===== src/nfpa_pkg.sv =====
// shared types, constants and datapath command codes for the next-fit pool allocator
// no dependencies
package nfpa_pkg;

  localparam int POOL_UNITS = 4096;
  localparam int UNIT_BYTES = 16;
  localparam int UNIT_SHIFT = $clog2(UNIT_BYTES);
  localparam int IDX_W      = 13;
  localparam int ADDR_W     = 12;
  localparam int STEP_W     = 14;

  localparam logic [IDX_W-1:0]  SENT       = IDX_W'(POOL_UNITS);
  localparam logic [STEP_W-1:0] WALK_LIMIT = STEP_W'(2 * POOL_UNITS + 8);

  // datapath commands, also used as controller state codes
  localparam logic [4:0] OP_NONE     = 5'd0;
  localparam logic [4:0] OP_START    = 5'd1;
  localparam logic [4:0] OP_A_RDROV  = 5'd2;
  localparam logic [4:0] OP_A_GETP   = 5'd3;
  localparam logic [4:0] OP_A_RDP    = 5'd4;
  localparam logic [4:0] OP_A_CHK    = 5'd5;
  localparam logic [4:0] OP_A_EXACT  = 5'd6;
  localparam logic [4:0] OP_A_SPLIT  = 5'd7;
  localparam logic [4:0] OP_A_SPLIT2 = 5'd8;
  localparam logic [4:0] OP_A_ADV    = 5'd9;
  localparam logic [4:0] OP_G_GROW   = 5'd10;
  localparam logic [4:0] OP_R_RDP    = 5'd11;
  localparam logic [4:0] OP_R_CHK    = 5'd12;
  localparam logic [4:0] OP_R_RDBP   = 5'd13;
  localparam logic [4:0] OP_R_GETBP  = 5'd14;
  localparam logic [4:0] OP_R_MRGN   = 5'd15;
  localparam logic [4:0] OP_R_LINKBP = 5'd16;
  localparam logic [4:0] OP_R_FINP   = 5'd17;
  localparam logic [4:0] OP_DONE     = 5'd18;

  typedef struct packed {
    logic [4:0] op;
    logic       load_out;
  } dp_cmd_t;

  typedef struct packed {
    logic fit;
    logic exact;
    logic p_is_rover;
    logic a_limit;
    logic grow_ok;
    logic rel_found;
    logic rel_over;
    logic merge_n;
  } dp_stat_t;

endpackage


===== src/nfpa_ctrl.sv =====
// controller: request sequencing for allocate, grow and free, plus result handshake
// depends on nfpa_pkg
module nfpa_ctrl (
  input  logic               clk,
  input  logic               rst_n,
  input  logic               in_valid,
  output logic               in_stall,
  input  logic               in_cmd,
  output logic               out_valid,
  input  logic               out_stall,
  output logic               out_ok,
  input  nfpa_pkg::dp_stat_t stat,
  output nfpa_pkg::dp_cmd_t  cmd
);

  logic [4:0] state_r, state_nxt;
  logic       free_r, free_nxt;
  logic       ok_r, ok_nxt;
  logic       out_valid_r, out_valid_nxt;
  logic       out_ok_r, out_ok_nxt;
  logic       accept;
  logic [4:0] after_rel;

  assign in_stall  = state_r != nfpa_pkg::OP_NONE;
  assign accept    = in_valid && !in_stall;
  assign after_rel = free_r ? nfpa_pkg::OP_DONE : nfpa_pkg::OP_A_RDROV;

  // next state and commands
  always_comb begin
    state_nxt     = state_r;
    free_nxt      = free_r;
    ok_nxt        = ok_r;
    out_valid_nxt = out_valid_r && out_stall;
    out_ok_nxt    = out_ok_r;
    cmd.op        = state_r;
    cmd.load_out  = 1'b0;
    case (state_r)
      nfpa_pkg::OP_NONE: begin
        cmd.op = nfpa_pkg::OP_NONE;
        if (accept) begin
          cmd.op    = nfpa_pkg::OP_START;
          free_nxt  = in_cmd;
          ok_nxt    = in_cmd;
          state_nxt = in_cmd ? nfpa_pkg::OP_R_RDP : nfpa_pkg::OP_A_RDROV;
        end
      end
      nfpa_pkg::OP_A_RDROV: state_nxt = nfpa_pkg::OP_A_GETP;
      nfpa_pkg::OP_A_GETP:  state_nxt = nfpa_pkg::OP_A_RDP;
      nfpa_pkg::OP_A_RDP:   state_nxt = nfpa_pkg::OP_A_CHK;
      nfpa_pkg::OP_A_CHK: begin
        if (stat.a_limit) begin
          state_nxt = nfpa_pkg::OP_DONE;
        end else if (stat.fit) begin
          ok_nxt    = 1'b1;
          state_nxt = stat.exact ? nfpa_pkg::OP_A_EXACT : nfpa_pkg::OP_A_SPLIT;
        end else if (stat.p_is_rover) begin
          state_nxt = stat.grow_ok ? nfpa_pkg::OP_G_GROW : nfpa_pkg::OP_DONE;
        end else begin
          state_nxt = nfpa_pkg::OP_A_ADV;
        end
      end
      nfpa_pkg::OP_A_EXACT:  state_nxt = nfpa_pkg::OP_DONE;
      nfpa_pkg::OP_A_SPLIT:  state_nxt = nfpa_pkg::OP_A_SPLIT2;
      nfpa_pkg::OP_A_SPLIT2: state_nxt = nfpa_pkg::OP_DONE;
      nfpa_pkg::OP_A_ADV:    state_nxt = nfpa_pkg::OP_A_RDP;
      nfpa_pkg::OP_G_GROW:   state_nxt = nfpa_pkg::OP_R_RDP;
      nfpa_pkg::OP_R_RDP:    state_nxt = nfpa_pkg::OP_R_CHK;
      nfpa_pkg::OP_R_CHK: begin
        if (stat.rel_found) begin
          state_nxt = nfpa_pkg::OP_R_RDBP;
        end else if (stat.rel_over) begin
          state_nxt = after_rel;
        end else begin
          state_nxt = nfpa_pkg::OP_R_RDP;
        end
      end
      nfpa_pkg::OP_R_RDBP: state_nxt = nfpa_pkg::OP_R_GETBP;
      nfpa_pkg::OP_R_GETBP: begin
        state_nxt = stat.merge_n ? nfpa_pkg::OP_R_MRGN : nfpa_pkg::OP_R_LINKBP;
      end
      nfpa_pkg::OP_R_MRGN:   state_nxt = nfpa_pkg::OP_R_FINP;
      nfpa_pkg::OP_R_LINKBP: state_nxt = nfpa_pkg::OP_R_FINP;
      nfpa_pkg::OP_R_FINP:   state_nxt = after_rel;
      nfpa_pkg::OP_DONE: begin
        // hand the result over once the output register is free
        if (!out_valid_r || !out_stall) begin
          cmd.load_out  = 1'b1;
          out_valid_nxt = 1'b1;
          out_ok_nxt    = ok_r;
          state_nxt     = nfpa_pkg::OP_NONE;
        end
      end
      default: state_nxt = nfpa_pkg::OP_NONE;
    endcase
  end

  always_ff @(posedge clk) begin
    if (!rst_n) begin
      state_r     <= nfpa_pkg::OP_NONE;
      out_valid_r <= 1'b0;
    end else begin
      state_r     <= state_nxt;
      out_valid_r <= out_valid_nxt;
    end
  end

  always_ff @(posedge clk) begin
    free_r   <= free_nxt;
    ok_r     <= ok_nxt;
    out_ok_r <= out_ok_nxt;
  end

  assign out_valid = out_valid_r;
  assign out_ok    = out_ok_r;

endmodule


===== config.mk =====
export PLATFORM = sky130hd
export DESIGN_NAME = nfpa_ctrl
export DESIGN_NICKNAME = d
export VERILOG_FILES = /design/src/nfpa_pkg.sv /design/src/nfpa_ctrl.sv
export SDC_FILE = /design/constraint.sdc
export NUM_CORES = 1
export LEC_CHECK = 0
export BUFFER_PORTS_ARGS = -buffer_cell sky130_fd_sc_hd__buf_4
export CAP_MARGIN = 20
export CORE_MARGIN = 2
export CORE_UTILIZATION = 23
export CTS_CLUSTER_SIZE = 14
export DETAILED_ROUTE_END_ITERATION = 16
export GPL_TIMING_DRIVEN = 0
export PLACE_DENSITY_LB_ADDON = 0.2
export SLEW_MARGIN = 20
export SYNTH_ARGS = -nofsm -noshare
export SYNTH_HDL_FRONTEND = slang
export SYNTH_SLANG_ARGS = --single-unit

===== constraint.sdc =====
create_clock -name clk -period 2.45 [get_ports clk]
set_input_delay 0.49 -clock clk [delete_from_list [all_inputs] [get_ports clk]]
set_output_delay 0.49 -clock clk [all_outputs]
set_load 0.1 [all_outputs]

Word-level counts from Yosys, hierarchy flattened
Cells that the tools add are included.
Widths: inputs -> output; s select.

word-level totals
  register bits = 9
  output and inout port bits = 9
  word-level logic and storage cells = 65

cells by class
  equal/unequal tests = 21
  mux-type cells = 23
  reductions and logical operators = 16

operators with widths
  cell                number
  $pmux 5 s15         1
  $mux 5              11
  $eq 5x4->1 const B  8
  $eq 5x3->1 const B  4
  $eq 5x5->1 const B  3
  $eq 5x2->1 const B  2
  $mux 1              9
  $ne 2x2->1 const B  4
  $reduce_and 2->1    3
  $reduce_or 2->1     3
  $logic_not 5->1     1
  $reduce_bool 5->1   1
  $mux 4              1
  $reduce_and 4->1    1
  $logic_not 1->1     3
  $logic_and 1x1->1   2
  $pmux 1 s2          1
  $reduce_bool 2->1   1
  $logic_or 1x1->1    1

Logic depth before layout (Yosys ltp)
Gate-level depths: netlist of run 1.

  depth in word-level cells = 5
  depth in mapped cells = 6
  depth with buffers taken out = 4

Worst setup path before layout of run 1
No wires, ideal clock.

  kind = reg2out
  from = reg out_valid_r, in the netlist out_valid
  to = out cmd[0] (netlist bit)
  data arrival time = 2.349 ns
  required time = 1.960 ns
  path slack = -0.389 ns
  stages on the path, launching flop included = 2
  buffers on the path = 0
  cell sequence = dfxtp_1 > a21oi_1

RTL lines
  what                    RTL line          text
  from (decl)             nfpa_ctrl.sv:19   logic out_valid_r, out_valid_nxt;
  from (signal assigned)  nfpa_ctrl.sv:103  out_valid_r <= out_valid_nxt;
  to (decl)               nfpa_ctrl.sv:13   output nfpa_pkg::dp_cmd_t cmd

==> reports/results.ini, run 1 <==
[die]
rows=21
dieArea_um2=3920
start_util_pct=23.9
die_h_um=62.6
chipWidth_um=62.6
core_um2=3310
io_pins=22

[setup_path]
crit_path_start_kind=register
worstSetupPathType=register to output port
arrival_ps=1740
required_ps=1960
crit_fanout=10
crit_chain=buf_2 -> nor2_1 -> and4_1 -> or2_1 -> buf_4
crit_path_max_incr_delay_ps=340
critPathSlowestCell=dfxtp_1
cp-end-kind=output port

[clock_network]
clk_pin_slew_worst_paths_ps=70
cts_root_buf=clkbuf_4
cts_resized=0
cts.sinks=9
post-cts-setup-buffer-count=0
htreeDepth=1
cts_tree=built
clk_latency_ps=270
cts_hold_buf=0
cts_buffers=3
clockBufferDepth=2

[yosys]
synth_area_leaders=dfxtp_1 (15%), edfxtp_1 (11%), nand2b_1 (4.0%)
syn-instance-count=100
synthSimpleGateAreaFrac_pct=35.0
synth_top_area_cell=dfxtp_1
syn-cell-area_um2=791
seq_area_frac_synth_pct=26.6
synth_cell_types=46
synthArstFlopShare_pct=0
ys.flop_type=dfxtp_1
syn_nets=113
ys_ff_latch=9
synth_fa_ha_area_share_pct=0
avgSynthCellArea_um2=7.91
synth_xor_area_share_pct=1.11
synth_top_area_share_pct=15.2
synth_mux_area_share_pct=1.42
synth_edf_count=3
synth_top_family_by_area=simple AND/OR/NAND/NOR gates
ys_warn_count=0
synth_compound_area_share_pct=28.2

[power]
powerDensity_nw_per_um2=1350
leakage_nw=0.419
ir_drop_v=0.000314
p_total_w=0.00140

[finish]
fillCellCount=372
final_net_count=139
fin_util_pct=31.3
drive_gt1_share_pct=28.8
syn2layout_area_growth_pct=31.0
multi_input_area_um2=523
final-seq-area_um2=210
diodes=0

[hold_path]
min_path_type=input port to register

[sta]
fin_crit_ps=2230
period_share_pct=91.1
clock_skew_ps=8.88
rsz0062_at_grt=no
slew_headroom_pct=81.2
setup_viol=0
max_freq_mhz=448
drv_slew=0
timing_hold_violations_final=0
tightest_slew_ps=281
setup-tns-final_ps=0

[placed_design]
hpwl_um=1750
gp_congestion=0.872
io_buffer_count=21

[detailed_routing]
dr.pass1.iters=4
drcViolationCount=0
postRouteAntennaNets=0
vias=861
via_per_inst=5.04
wl_um=2240
wl_per_cell_um=13.1
drt_iter0_markers=27

[global_routing]
grt_max_degree=11
track_usage_pct=11.6
grt_overflow_total=0
first_global_vias=786
antenna_found_initial=0
grt_pass1_wl_um=3630

[job]
max_cap_viol_count=0

[outcome]
status=finished clean

per-stage QoR:
stage	area (µm²)	hold slack (ps)	setup WS, ps	cells
after floorplan	795	400	247	100
after global placement	1010	435	515	167
after detailed placement	1010	442	512	167
after CTS	1040	420	215	171
after global routing	1040	423	92.2	171
final	1040	426	219	171
area by class of cell:
| class | count | share of cell area, % |
|---|---|---|
| inverters | 2 | 0.725 |
| repair buffers | 21 | 15.2 |
| clock buffers | 4 | 2.54 |
| flip-flops and latches | 9 | 20.3 |
| well taps | 46 | 5.56 |
| plain buffers | 10 | 5.19 |
| multi-input cells | 79 | 50.5 |
path summary, 6_finish.rpt:
| kind | startpoint | end | slack, ps | depth (start not counted) |
|---|---|---|---|---|
| setup / recovery | state_r[1] | cmd[1] | 220 | 5 |
| hold / removal | in_cmd | free_r | 430 | 1 |
| setup reg to reg | state_r[1] | ok_r | 980 | 4 |
| hold reg to reg | ok_r | out_ok | 440 | 0 |
layer usage:
layer	share of wire (%)	global-route usage (%)	vias to the layer above	routed length, µm
li1	-	-	424	-
met1	45	13.6	406	1010
met4	1.3	4.72	0	29
met5	0	0	-	0
met2	49	19.2	27	1090
met3	5.0	3.96	4	112
where the power goes:
group          internal [W]  total, W  switching, W
Sequential         0.000202  0.000242     0.0000392
Clock             0.0000628  0.000117     0.0000538
Combinational      0.000308   0.00104      0.000737
synth_stat cells, types with 2 or more instances:
cell	number
dfxtp_1	6
nand3b_1	3
a21oi_1	5
nand2b_1	5
nor3_1	3
inv_1	2
nand2_1	5
nor2b_1	4
and4_1	2
edfxtp_1	3
a21o_1	2
or2_1	2
clkbuf_1	4
o21ai_1	3
o22ai_1	2
nor2_1	8
buf_2	4
nand3_1	3
o21ai_0	5
nand4_1	2
a211o_1	2
flip-flops by register name (all words and copies together) (netlist names):
name and flops:
out_ok 1, free_r 1, state_r 5, out_valid 1, ok_r 1
cells by family after synthesis:
kind of cell	count (synthesis)
XOR/XNOR	1
AND/OR/NAND/NOR	46
multiplexers	1
AO/OA/AOI/OAI	31
buffers and inverters	12
flip-flops	9
critical path: cells and delay by family, from the launching register on:
family,cells,cell delay [ps]
flip-flops,1,340
AND/OR/NAND/NOR,3,670
buffers and inverters,2,470
cells in the final DEF, fill, tap and decap left out, types with 4 or more instances in the layout:
| cell type | count |
|---|---|
| nor2_1 | 8 |
| a21oi_1 | 4 |
| buf_4 | 22 |
| nand2_1 | 5 |
| clkbuf_1 | 5 |
| buf_2 | 4 |
| o21ai_0 | 5 |
| nor2b_1 | 4 |
| dfxtp_1 | 6 |
| nand2b_1 | 5 |
Power figures use the tool's default switching activity.
==> inputs of run 2 (changes only) <==
- CTS_BUF_LIST: default -> sky130_fd_sc_hd__clkbuf_8
==> run 2 against run 1 <==
  * Total power grew 4.0%
  * Non-clock buffer count is the same
  * Combinational power is essentially flat
  * First-iteration DRC count is the same
  * Critical path type unchanged
  * Highest routed layer unchanged
==> reports/results.ini, run 2 (same netlist as run 1, synthesis figures left out) <==
[finish]
largest_register_ffs=5  ; unchanged
diodes=0  ; unchanged
final_net_count=139  ; unchanged
syn2layout_area_growth_pct=33.4
final_cell_mix=buf_4 (22), nor2_1 (8), dfxtp_1 (6)
drive_gt1_share_pct=28.8  ; unchanged
regMostFlops=state_r
final_common_cell=buf_4

[setup_path]
crit_path_max_incr_delay_ps=330  ; about the same
crit_path_start_kind=register
r2r_slack_ps=970  ; about the same
required_ps=1960  ; about the same
crit_chain=buf_2 -> nor2_1 -> and4_1 -> or2_1 -> buf_4
worstSetupPathType=register to output port
cp-end-kind=output port
crit_family=simple AND/OR/NAND/NOR gates
critPathSlowestCell=dfxtp_1
arrival_ps=1720  ; -20 ps
path_buf_inv=2  ; unchanged
crit_fanout=10  ; unchanged

[job]
max_cap_viol_count=0  ; unchanged

[clock_network]
htreeDepth=1  ; unchanged
clk_latency_ps=230  ; -40 ps
post-cts-setup-buffer-count=0  ; unchanged
cts_root_buf=clkbuf_8
cts.sinks=9  ; unchanged
cts_buffers=3  ; unchanged
cts_tree=built
clk_pin_slew_worst_paths_ps=50  ; -20 ps
cts_hold_buf=0  ; unchanged
cts_resized=0  ; unchanged
clockBufferDepth=2  ; unchanged

[power]
powerDensity_nw_per_um2=1380  ; +2.2%
ir_drop_v=0.000314  ; about the same
leakage_nw=0.431  ; +2.8%

[sta]
period_share_pct=90.1  ; -0.92 points
tightest_slew_ps=298  ; +17.0 ps
timing_hold_violations_final=0  ; unchanged
slew_headroom_pct=80.1  ; -1.1 points
setup_viol=0  ; unchanged
rsz0062_at_grt=no
setup-tns-final_ps=0  ; unchanged
clock_skew_ps=4.68  ; -4.20 ps
max_freq_mhz=453  ; +1.0%
drv_slew=0  ; unchanged
fin_crit_ps=2210  ; -22.6 ps
hold_ws_ps=438  ; +12.5 ps

[global_routing]
grtUsageMet1_pct=13.7  ; +0.11 points
first_global_vias=784  ; -0.25%
antenna_found_initial=0  ; unchanged
grtUsageMet3_pct=3.24  ; -0.72 points
track_usage_pct=11.7  ; +0.11 points
grt_overflow_total=0  ; unchanged
grt-busiest-layer=met2
grt_pass1_wl_um=3630  ; unchanged
grt_util_met2_pct=19.0  ; -0.27 points
grt_max_degree=11  ; unchanged

[placed_design]
gp_congestion=0.872  ; unchanged
hpwl_um=1750  ; unchanged
io_buffer_count=21  ; unchanged

[die]
die_h_um=62.6  ; unchanged
start_util_pct=23.9  ; unchanged
io_pins=22  ; unchanged
core_um2=3310  ; unchanged
chipWidth_um=62.6  ; unchanged
dieArea_um2=3920  ; unchanged
rows=21  ; unchanged

[hold_path]
min_path_type=register to register

[detailed_routing]
drt_iter0_markers=27  ; unchanged
dr.pass1.iters=4  ; unchanged
wl_per_cell_um=13.3  ; +1.6%
postRouteAntennaNets=0  ; unchanged
wl_um=2280  ; +1.6%
vias=852  ; -1.0%
drcViolationCount=0  ; unchanged
via_per_inst=4.98  ; -1.0%

[outcome]
status=finished clean

## run 2: changes by cell type in the layout (fill, tap and decap cells not counted), sizes merged
cell	before	now
clkbuf	8	7
inv	2	3
## run 2: layout make-up
class,instances,area [µm²]
flip-flops and latches,9,210
multi-input cells,79,523
plain buffers,10,53.8
inverters,2,7.51
fillers,370,2260
clock inverters,1,3.75
repair buffers,21,158
well taps,46,57.6
clock buffers,3,41.3
## run 2: through the flow
step                      utilization [%]  instance area, µm²  setup slack, ps  std cells  power [W]
after global routing                 31.9                1050              135        171    0.00154
after detailed placement             30.5                1010              512        167    0.00129
final                                31.9                1050              241        171    0.00146
after global placement               30.5                1010              515        167    0.00129
after CTS                            31.9                1050              254        171    0.00146
after floorplan                         -                 795              247        100    0.00107
## run 2: final timing paths
kind	depth (start not counted)	endpoint	start
max	5	cmd[1]	state_r[1]
min	0	out_ok	ok_r
max reg2reg	4	ok_r	state_r[1]
min reg2reg	0	out_ok	ok_r
## run 2: routing by layer
layer	vias to the layer above	wire, µm	share of wire (%)
met1	395	978	43
met4	0	25	1.1
li1	423	-	-
met2	30	1150	50
met5	-	0	0
met3	4	130	5.7
## run 2: power breakdown
group / leakage (nW) / internal, W / switching (W)
logic: 0.327 / 0.000308 / 0.000740
clock network: 0.0269 / 0.000109 / 0.0000597
registers: 0.0769 / 0.000203 / 0.0000401
==> inputs of run 3 (changes only) <==
--- a/config.mk
+++ b/config.mk
@@ -14,2 +14,3 @@
 export DETAILED_ROUTE_END_ITERATION = 16
+export GPL_ROUTABILITY_DRIVEN = 1
 export GPL_TIMING_DRIVEN = 0
==> constraint.sdc (replaced) <==
create_clock -name clk -period 2.45 [get_ports clk]
set_input_delay 0.735 -clock clk [delete_from_list [all_inputs] [get_ports clk]]
set_output_delay 0.735 -clock clk [all_outputs]
set_load 0.1 [all_outputs]
==> run 3 against run 2 <==
  * Routed wire length up 0.75%
  * Critical path depth unchanged
  * Sequential share of layout area down 0.48 points
  * Flip-flop and latch count unchanged
  * Die area unchanged
==> reports/results.ini, run 3 (same netlist as run 1, synthesis figures left out) <==
[die]
chipWidth_um=62.6  ; unchanged
rows=21  ; unchanged
io_pins=22  ; unchanged
start_util_pct=23.9  ; unchanged
dieArea_um2=3920  ; unchanged
die_h_um=62.6  ; unchanged
core_um2=3310  ; unchanged

[sta]
timing_hold_violations_final=0  ; unchanged
setup-tns-final_ps=0  ; unchanged
fin_crit_ps=2330  ; +119 ps
drv_slew=0  ; unchanged
slew_headroom_pct=81.7  ; +1.6 points
tightest_slew_ps=274  ; -23.7 ps
max_freq_mhz=430  ; -5.1%
setup_viol=0  ; unchanged
fin_ws_ps=122  ; -119 ps
period_share_pct=95.0  ; +4.9 points
hold_ws_ps=438  ; -0.0270 ps
rsz0062_at_grt=no
clock_skew_ps=5.02  ; +0.343 ps

[clock_network]
cts_tree=built
cts_buffers=3  ; unchanged
cts.sinks=9  ; unchanged
clk_latency_ps=230  ; about the same
htreeDepth=1  ; unchanged
cts_root_buf=clkbuf_8
clockBufferDepth=2  ; unchanged
cts_hold_buf=0  ; unchanged
clk_pin_slew_worst_paths_ps=50  ; about the same

[finish]
diodes=0  ; unchanged
final_cell_mix=buf_4 (21), nor2_1 (7), dfxtp_1 (6)
fillCellCount=371  ; +0.27%
syn2layout_area_growth_pct=36.7
regMostFlops=state_r
fin_util_pct=32.7  ; +0.79 points
final_net_count=140  ; +0.72%
stdcell_area_um2=1080  ; +2.5%
largest_register_ffs=5  ; unchanged
final_common_cell=buf_4
drive_gt1_share_pct=30.2  ; +1.4 points

[placed_design]
dp_slack_ps=227  ; -285 ps
io_buffer_count=21  ; unchanged
gp_congestion=0.872  ; unchanged
hpwl_um=1750  ; unchanged
placed_area_um2=1010  ; unchanged

[global_routing]
track_usage_pct=11.7  ; unchanged
grtUsageMet3_pct=3.24  ; unchanged
grt_util_met2_pct=19.0  ; unchanged
grt_max_degree=11  ; unchanged
grt_overflow_total=0  ; unchanged
grt_pass1_wl_um=3630  ; unchanged
antenna_found_initial=0  ; unchanged
first_global_vias=784  ; unchanged
grtUsageMet1_pct=13.7  ; unchanged
grt-busiest-layer=met2

[setup_path]
crit_fanout=10  ; unchanged
arrival_ps=1590  ; -130 ps
r2r_start=state_r[2]
required_ps=1710  ; -250 ps
cp-end-kind=output port
crit_path_start_kind=register
worstSetupPathType=register to output port
crit_path_end=cmd[1]
r2r-end=out_ok
r2r_slack_ps=930  ; -40 ps
startpoint=state_r[1]
ff2ff_path_depth=5  ; +1

[power]
share_comb_of_total_power_pct=72.2  ; +0.4 points
switching_share_pct=56.9  ; -0.65 points
p_switching_w=0.000842  ; +0.28%
ir_drop_v=0.000315  ; about the same
p_int_w=0.000638  ; +3.0%
power_frac_clock_pct=11.3  ; -0.3 points
leakage_nw=0.439  ; +1.9%
powerDensity_nw_per_um2=1370  ; -1.0%
pwr-share-seq_pct=16.5  ; -0.2 points

[detailed_routing]
drt_iter0_markers=25  ; -7.4%
postRouteAntennaNets=0  ; unchanged
wl_um=2300  ; +0.75%
via_per_inst=5.02  ; +0.82%
wl_per_cell_um=13.4  ; +0.16%
vias=864  ; +1.4%
drcViolationCount=0  ; unchanged
dr.pass1.iters=4  ; unchanged

[outcome]
status=finished clean

[hold_path]
min_path_type=register to register

[job]
max_cap_viol_count=0  ; unchanged

## run 3: area by class of cell
type | instances | area [µm²] | share of cell area [%]
buffer | 10 | 58.8 | 5.44
tap | 46 | 57.6 | 5.32
multi-input combinational | 79 | 526 | 48.6
timing repair buffer | 22 | 176 | 16.3
clock inverter | 1 | 3.75 | 0.347
clock buffer | 3 | 41.3 | 3.82
inverter | 2 | 7.51 | 0.694
sequential | 9 | 210 | 19.4
## run 3: repair_timing
action                                  4_1_cts  5_1_grt
endpoints found under the setup margin        0        2
resized for setup                             0        6
buffers inserted                              0        1
## run 3: per-layer routing
metal  wire length [µm]  up-vias  share of wire (%)
met5                  0        -                  0
met4                 26        0                1.1
met3                 96        4                4.2
met2               1150       22                 50
met1               1030      414                 45
li1                   -      424                  -
## run 3: per-stage QoR
| stage | std cells | total power (W) |
|---|---|---|
| after floorplan | 100 | 0.00107 |
| after global placement | 167 | 0.00129 |
| after detailed placement | 167 | 0.00129 |
| after CTS | 171 | 0.00146 |
| after global routing | 172 | 0.00157 |
| final | 172 | 0.00148 |
## run 3: worst min-delay path by stage
stage / cells after the start / to / slack, ps / from
finish: 0 / out_ok / 440 / ok_r
global route: 0 / out_ok / 460 / ok_r
CTS: 0 / out_ok / 450 / ok_r
detailed placement: 0 / out_ok / 440 / ok_r
global placement: 0 / out_ok / 430 / ok_r
floorplan: 0 / out_ok / 400 / ok_r
## run 3: worst max-delay path, cell delays in order (launching register included)
cell	delay, ps
dfxtp_1	330
clkbuf_4	190
nor2_2	210
and4_1	270
or2_1	130
buf_6	220
## run 3: power groups by stage
| stage | clock (W) | sequential (W) | combinational [W] |
|---|---|---|---|
| 6_report | 0.000167 | 0.000244 | 0.00107 |
| 5_1_grt | 0.000182 | 0.000253 | 0.00113 |
| 4_1_cts | 0.000173 | 0.000244 | 0.00104 |
| 3_5_place_dp | 0 | 0.000247 | 0.00104 |
| 3_3_place_gp | 0 | 0.000245 | 0.00105 |
| 2_1_floorplan | 0 | 0.000243 | 0.000828 |
